<file path="src/orvm_pkg.sv">
// Shared types, codes and helper functions for the obfuscated register VM step engine.
// No dependencies.
package orvm_pkg;

  localparam logic [1:0] REQ_START = 2'd0;
  localparam logic [1:0] REQ_ARG   = 2'd1;
  localparam logic [1:0] REQ_EXEC  = 2'd2;

  localparam logic [2:0] ST_CONT   = 3'd0;
  localparam logic [2:0] ST_VALUE  = 3'd1;
  localparam logic [2:0] ST_VOID   = 3'd2;
  localparam logic [2:0] ST_DIVZ   = 3'd3;
  localparam logic [2:0] ST_TAMPER = 3'd4;
  localparam logic [2:0] ST_KIND   = 3'd5;
  localparam logic [2:0] ST_IDLE   = 3'd6;

  localparam logic [2:0] CFG_PROGRAM_ID     = 3'd0;
  localparam logic [2:0] CFG_STATE_MASK     = 3'd1;
  localparam logic [2:0] CFG_OPCODE_XOR     = 3'd2;
  localparam logic [2:0] CFG_OPCODE_BIAS    = 3'd3;
  localparam logic [2:0] CFG_REGISTER_XOR   = 3'd4;
  localparam logic [2:0] CFG_REGISTER_COUNT = 3'd5;
  localparam logic [2:0] CFG_RETURNS_VALUE  = 3'd6;
  localparam logic [2:0] CFG_ENTRY_STATE    = 3'd7;

  localparam logic [1:0] RD_A = 2'd0;
  localparam logic [1:0] RD_B = 2'd1;
  localparam logic [1:0] RD_C = 2'd2;

  localparam logic [31:0] GUARD_SEED = 32'h6D2B79F5;
  localparam logic [31:0] GUARD_INC  = 32'h9E3779B9;

  localparam logic [7:0] OP_NOP    = 8'd0;
  localparam logic [7:0] OP_LDI    = 8'd1;
  localparam logic [7:0] OP_MOV    = 8'd2;
  localparam logic [7:0] OP_NEG    = 8'd3;
  localparam logic [7:0] OP_NOT    = 8'd4;
  localparam logic [7:0] OP_I2B    = 8'd5;
  localparam logic [7:0] OP_I2C    = 8'd6;
  localparam logic [7:0] OP_I2S    = 8'd7;
  localparam logic [7:0] OP_ADD    = 8'd10;
  localparam logic [7:0] OP_SUB    = 8'd11;
  localparam logic [7:0] OP_MUL    = 8'd12;
  localparam logic [7:0] OP_DIV    = 8'd13;
  localparam logic [7:0] OP_REM    = 8'd14;
  localparam logic [7:0] OP_AND    = 8'd15;
  localparam logic [7:0] OP_OR     = 8'd16;
  localparam logic [7:0] OP_XOR    = 8'd17;
  localparam logic [7:0] OP_SHL    = 8'd18;
  localparam logic [7:0] OP_SHR    = 8'd19;
  localparam logic [7:0] OP_USHR   = 8'd20;
  localparam logic [7:0] OP_ADDI   = 8'd21;
  localparam logic [7:0] OP_RSUBI  = 8'd22;
  localparam logic [7:0] OP_MULI   = 8'd23;
  localparam logic [7:0] OP_DIVI   = 8'd24;
  localparam logic [7:0] OP_REMI   = 8'd25;
  localparam logic [7:0] OP_ANDI   = 8'd26;
  localparam logic [7:0] OP_ORI    = 8'd27;
  localparam logic [7:0] OP_XORI   = 8'd28;
  localparam logic [7:0] OP_SHLI   = 8'd29;
  localparam logic [7:0] OP_SHRI   = 8'd30;
  localparam logic [7:0] OP_USHRI  = 8'd31;
  localparam logic [7:0] OP_GOTO   = 8'd40;
  localparam logic [7:0] OP_IFEQ   = 8'd41;
  localparam logic [7:0] OP_IFNE   = 8'd42;
  localparam logic [7:0] OP_IFLT   = 8'd43;
  localparam logic [7:0] OP_IFGE   = 8'd44;
  localparam logic [7:0] OP_IFGT   = 8'd45;
  localparam logic [7:0] OP_IFLE   = 8'd46;
  localparam logic [7:0] OP_CMPEQ  = 8'd47;
  localparam logic [7:0] OP_CMPNE  = 8'd48;
  localparam logic [7:0] OP_CMPLT  = 8'd49;
  localparam logic [7:0] OP_CMPGE  = 8'd50;
  localparam logic [7:0] OP_CMPGT  = 8'd51;
  localparam logic [7:0] OP_CMPLE  = 8'd52;
  localparam logic [7:0] OP_RET    = 8'd60;
  localparam logic [7:0] OP_RETV   = 8'd61;

  typedef struct packed {
    logic       latch;
    logic       simple;
    logic       guard1;
    logic       guard2;
    logic [1:0] rd_sel;
    logic       cap_a;
    logic       cap_b;
    logic       cap_c;
    logic       exec;
    logic       div_wb;
    logic       load_out;
  } orvm_cmd_t;

  typedef struct packed {
    logic go_exec;
    logic need_div;
    logic div_busy;
    logic out_free;
  } orvm_sts_t;

  function automatic logic [31:0] rol32(input logic [31:0] v, input logic [4:0] n);
    logic [63:0] d;
    d = {v, v} << n;
    return d[63:32];
  endfunction

  function automatic logic [31:0] ror32(input logic [31:0] v, input logic [4:0] n);
    logic [63:0] d;
    d = {v, v} >> n;
    return d[31:0];
  endfunction

  function automatic logic op_known(input logic [7:0] op);
    return (op == OP_NOP) || (op == OP_GOTO) || (op == OP_RETV) || (op == OP_RET) ||
           (op inside {[OP_LDI:OP_I2S]}) || (op inside {[OP_ADD:OP_USHRI]}) ||
           (op inside {[OP_IFEQ:OP_CMPLE]});
  endfunction

  function automatic logic [1:0] op_nregs(input logic [7:0] op);
    logic [1:0] n;
    n = 2'd0;
    if (op == OP_LDI || op == OP_RET || (op inside {[OP_IFEQ:OP_IFLE]})) n = 2'd1;
    else if ((op inside {[OP_MOV:OP_I2S]}) || (op inside {[OP_ADDI:OP_USHRI]}) ||
             (op inside {[OP_CMPEQ:OP_CMPLE]})) n = 2'd2;
    else if (op inside {[OP_ADD:OP_USHR]}) n = 2'd3;
    return n;
  endfunction

endpackage

</file>
<file path="src/orvm_ctrl.sv">
// Controller: sequences accept, guard check, operand reads, execute, divide and result.
// Depends on orvm_pkg.
module orvm_ctrl (
  input  logic                clk,
  input  logic                rst,
  input  logic                in_valid,
  output logic                in_stall,
  input  orvm_pkg::orvm_sts_t sts,
  output orvm_pkg::orvm_cmd_t cmd
);
  import orvm_pkg::*;

  localparam logic [3:0] S_IDLE = 4'd0;
  localparam logic [3:0] S_DISP = 4'd1;
  localparam logic [3:0] S_G1   = 4'd2;
  localparam logic [3:0] S_G2   = 4'd3;
  localparam logic [3:0] S_RB   = 4'd4;
  localparam logic [3:0] S_RC   = 4'd5;
  localparam logic [3:0] S_RW   = 4'd6;
  localparam logic [3:0] S_EXEC = 4'd7;
  localparam logic [3:0] S_DIV  = 4'd8;
  localparam logic [3:0] S_FIN  = 4'd9;

  logic [3:0] state, state_next;

  always_ff @(posedge clk) begin
    if (rst) state <= S_IDLE;
    else     state <= state_next;
  end

  assign in_stall = (state != S_IDLE);

  always_comb begin
    cmd        = '0;
    cmd.rd_sel = RD_A;
    state_next = state;
    case (state)
      S_IDLE: begin
        if (in_valid) begin
          cmd.latch  = 1'b1;
          state_next = S_DISP;
        end
      end
      S_DISP: begin
        if (sts.go_exec) begin
          state_next = S_G1;
        end else begin
          cmd.simple = 1'b1;
          state_next = S_FIN;
        end
      end
      S_G1: begin
        cmd.guard1 = 1'b1;
        state_next = S_G2;
      end
      S_G2: begin
        cmd.guard2 = 1'b1;
        cmd.rd_sel = RD_A;
        state_next = S_RB;
      end
      S_RB: begin
        cmd.cap_a  = 1'b1;
        cmd.rd_sel = RD_B;
        state_next = S_RC;
      end
      S_RC: begin
        cmd.cap_b  = 1'b1;
        cmd.rd_sel = RD_C;
        state_next = S_RW;
      end
      S_RW: begin
        cmd.cap_c  = 1'b1;
        state_next = S_EXEC;
      end
      S_EXEC: begin
        cmd.exec   = 1'b1;
        state_next = sts.need_div ? S_DIV : S_FIN;
      end
      S_DIV: begin
        if (!sts.div_busy) begin
          cmd.div_wb = 1'b1;
          state_next = S_FIN;
        end
      end
      S_FIN: begin
        if (sts.out_free) begin
          cmd.load_out = 1'b1;
          state_next   = S_IDLE;
        end
      end
      default: state_next = S_IDLE;
    endcase
  end

endmodule

</file>
<file path="config.mk">
export PLATFORM = sky130hd
export DESIGN_NAME = orvm_ctrl
export DESIGN_NICKNAME = d
export VERILOG_FILES = /design/src/orvm_pkg.sv /design/src/orvm_ctrl.sv
export SDC_FILE = /design/constraint.sdc
export NUM_CORES = 1
export LEC_CHECK = 0
export BUFFER_PORTS_ARGS = -buffer_cell sky130_fd_sc_hd__buf_2
export CAP_MARGIN = 20
export CORE_AREA = 8 8 45 47
export DETAILED_ROUTE_END_ITERATION = 10
export DIE_AREA = 0 0 53 55
export GPL_TIMING_DRIVEN = 1
export REMOVE_ABC_BUFFERS = 1
export SYNTH_ARGS = -nofsm -noshare
export SYNTH_HDL_FRONTEND = slang
export SYNTH_SLANG_ARGS = --single-unit
</file>
<file path="constraint.sdc">
create_clock -name clk -period 1.2 [get_ports clk]
set_input_delay 0.06 -clock clk [delete_from_list [all_inputs] [get_ports clk]]
set_output_delay 0.06 -clock clk [all_outputs]
set_load 0.05 [all_outputs]
</file>
Word-level counts from Yosys, hierarchy flattened. Index checks and enable logic that the tools add are counted.

Register bits after elaboration: 4. Input port bits: 7. Output and inout port bits: 13. Logic and storage cells: 37.

Equal/unequal tests: 12. Mux-type cells: 21. Reductions and logical operators: 3.

Operators with widths (count): $pmux 4 s10 (1); $eq 4x3->1 const B (4); $mux 4 (4); $mux 1 (15); $eq 4x2->1 const B (2); $eq 4x4->1 const B (2); $ne 2x2->1 const B (3); $eq 4x1->1 const B (1); $logic_not 4->1 (1); $pmux 2 s2 (1); $reduce_bool 4->1 (1); $reduce_and 3->1 (1).

Depth between registers and ports, before layout.
Depth in word-level cells: 3. Gate-level depth with buffers: 4.

Least setup slack after synthesis. No wires, ideal clock.

Path kind: register to output. Start point: register state[0]. End point: output port cmd[6] (netlist name). Data arrival time: 2.109 ns. Data required time: 1.140 ns. Setup slack: -0.969 ns. Stages on the path, launching flop included: 5. Buffers on the path: 2. Cell sequence: dfxtp_1 buf_2 nand2b_1 nor3_1 buf_4.

RTL lines: start: declaration (RTL line orvm_ctrl.sv:24) `logic [3:0] state, state_next;`; start signal: assignment (RTL line orvm_ctrl.sv:28) `else state <= state_next;`; end: declaration (RTL line orvm_ctrl.sv:9) `output orvm_pkg::orvm_cmd_t cmd`.

==> reports/qor.yml <==
logic_synthesis:
  ys_seq_area_frac: 0.2353
  async_flop_share: 0
  synth.cell_area_um2: 340.3
  ys_ff_latch: 4
  ys_warn_count: 0
  yosysMostFrequentCell: "nor2_1"
  yosysTopAreaCell: "dfxtp_1"
  syn-mean-instance-area_um2: 7.398
  synth.area.top_cells: "dfxtp_1 24%, nor3_1 8.8%, nor2_1 7.7%, nand2_1 6.6%, nand2b_1 5.5%"
  synthDistinctLibCells: 21
  synth_top_area_frac: 0.2353
  yosys-top-cells-count: "7 x nor2_1, 6 x nand2_1, 6 x nor3_1"
  synth_flop_cell: "dfxtp_1"
  syn_inst: 46
  synth_edf_count: 0
critical_path:
  worst-setup-path-type: "register to primary output"
  cp_max_fo: 10
  cp-endpoint: "cmd[5]"
  required_ns: 1.14
  endpoint_kind: "primary output"
  r2r_cells: 3
  crit_family: "simple AND/OR/NAND/NOR gates"
  critical_path_depth: 3
  critPathLaunch: "state[0]"
  cpMaxStageDelayCell: "dfxtp_4"
  slowest_delay_ns: 0.37
  cp.buffers_inverters: 1
  cp-start-kind: "register"
  rrSetupSlack_ns: 0.06
  r2r-start: "state[1]"
  cp.arrival_ns: 1.19
  crit_path_cell_trace: "nand2b_4 -> nor3_4 -> buf_6"
  rr_endpoint: "state[0]"
clock_tree:
  clk_latency_ns: 0.23
  clkSlewWorstSetupHoldPaths_ns: 0.03
  tritoncts: "done"
  cts.path.max_buffers: 2
  numCtsBuffers: 3
  clock-sinks: 4
  cts-root-buf: "clkbuf_4"
  htreeDepth: 1
detailed_routing:
  postRouteAntennaNets: 0
  dr.pass1.iters: 3
  wire_per_inst_um: 13.02
  viasPerCell: 4.812
  route.detailed.drc: 0
  wl_um: 1107
  vias: 409
  drtIter0Drc: 5
grt:
  overflow: 0
  grt_pass1_wl_um: 1552
  antenna_found_initial: 0
  grt_max_degree: 11
  grt_usage: 0.07104
  grt_pass1_vias: 385
final_layout:
  nets: 78
  seqCellArea_um2: 92.59
  largest_register: "state"
  largest_reg_flops: 4
  antennaDiodeCount: 0
  drive_above_1_share: 0.7536
  syn2layout_area_growth_pct: 94.49
  n_fill_cell: 133
  multi_input_area_um2: 297.8
  fin_area_um2: 661.9
  fin_cells: 85
  final_core_util: 0.4783
  reg.largest.list: "state (4)"
place:
  numPortBuffers: 19
  place_inst: 80
  placed_cell_area_um2: 451.7
  pre_cts_ws_ns: 0.002648
  gp_congestion: 0.7687
  hpwl_um: 774.3
power:
  power_density_nw_per_um2: 1234
  p_leak_nw: 0.2776
  power_mw: 0.8167
  irDropWorstVdd_mv: 0.6816
floorplan:
  start_util: 0.2459
  die_x_um: 53
  fp.coreArea_um2: 1384
  rows: 14
  ios: 20
  die_h_um: 55
  die_area_um2: 2915
timing:
  layout_setup_ws_ns: -0.04805
  slew_headroom: 0.7804
  finalHoldViolCount: 0
  drv_slew: 0
  rsz0062_at_grt: "true"
  min_period_ns: 1.248
  worst_clock_skew_ns: 0.002024
  timing.fmax_mhz: 801.2
  worstMarginPinSlew_ns: 0.3288
  finalSetupViolCount: 11
  hold_ws_ns: 0.04261
  timing.final.crit_share: 1.040
  fin_setup_tns_ns: -0.2841
hold_path:
  hp-class: "input pin to register"
  hold_depth: 2
run_status:
  outcome: "finished, violations left"
  failed_checks: "setup timing"
run:
  maxCapViolations: 0
## power by group
part	switching (mW)	total (mW)	internal (mW)
sequential	0.0434	0.200	0.157
clock	0.0454	0.157	0.111
combinational	0.266	0.460	0.194
## final cells by class
| type | instances | area share |
|---|---|---|
| well taps | 16 | 0.03025 |
| clock buffers | 3 | 0.03403 |
| inverters | 1 | 0.005671 |
| flip-flops and latches | 4 | 0.1399 |
| multi-input cells | 35 | 0.4499 |
| repair buffers | 26 | 0.3403 |
## worst min-delay path by stage
stage          from        to  slack (ns)
6_report        rst  state[1]        0.04
5_1_grt         rst  state[1]        0.04
4_1_cts         rst  state[1]        0.04
3_3_place_gp    rst  state[1]        0.29
3_5_place_dp    rst  state[1]        0.29
2_1_floorplan   rst  state[1]        0.14
## kinds of logic after synthesis
| kind of cell | count (synthesis) | share of synthesized area |
|---|---|---|
| AND/OR/NAND/NOR | 28 | 0.4228 |
| buffers and inverters | 7 | 0.1323 |
| multiplexers | 1 | 0.03309 |
| XOR/XNOR | 1 | 0.02574 |
| flip-flops | 4 | 0.2353 |
| AO/OA/AOI/OAI | 5 | 0.1507 |
## cells in the final DEF, fill, tap and decap left out, drive strengths merged, types with 2 or more instances in the layout
cell type / instances
buf: 25
clkbuf: 4
dfxtp: 4
nand2: 6
nand2b: 4
nor2: 7
nor3: 6
nor4: 2
## repair_timing
action / 4_1_cts / 5_1_grt
pin swaps: 3 / 1
buffers inserted: 0 / 2
setup endpoints to repair: 13 / 12
gates resized for setup: 35 / 13
hold buffers: 0 / 0
## layer usage
metal | track usage | part of all wire | vias to the layer above
li1 | - | - | 206
met1 | 0.06535 | 0.38 | 188
met2 | 0.1270 | 0.52 | 15
met3 | 0.02941 | 0.099 | 0
met4 | 0.04741 | 0 | 0
met5 | 0 | 0 | -
Note: power is estimated with default switching activity, not from simulation.
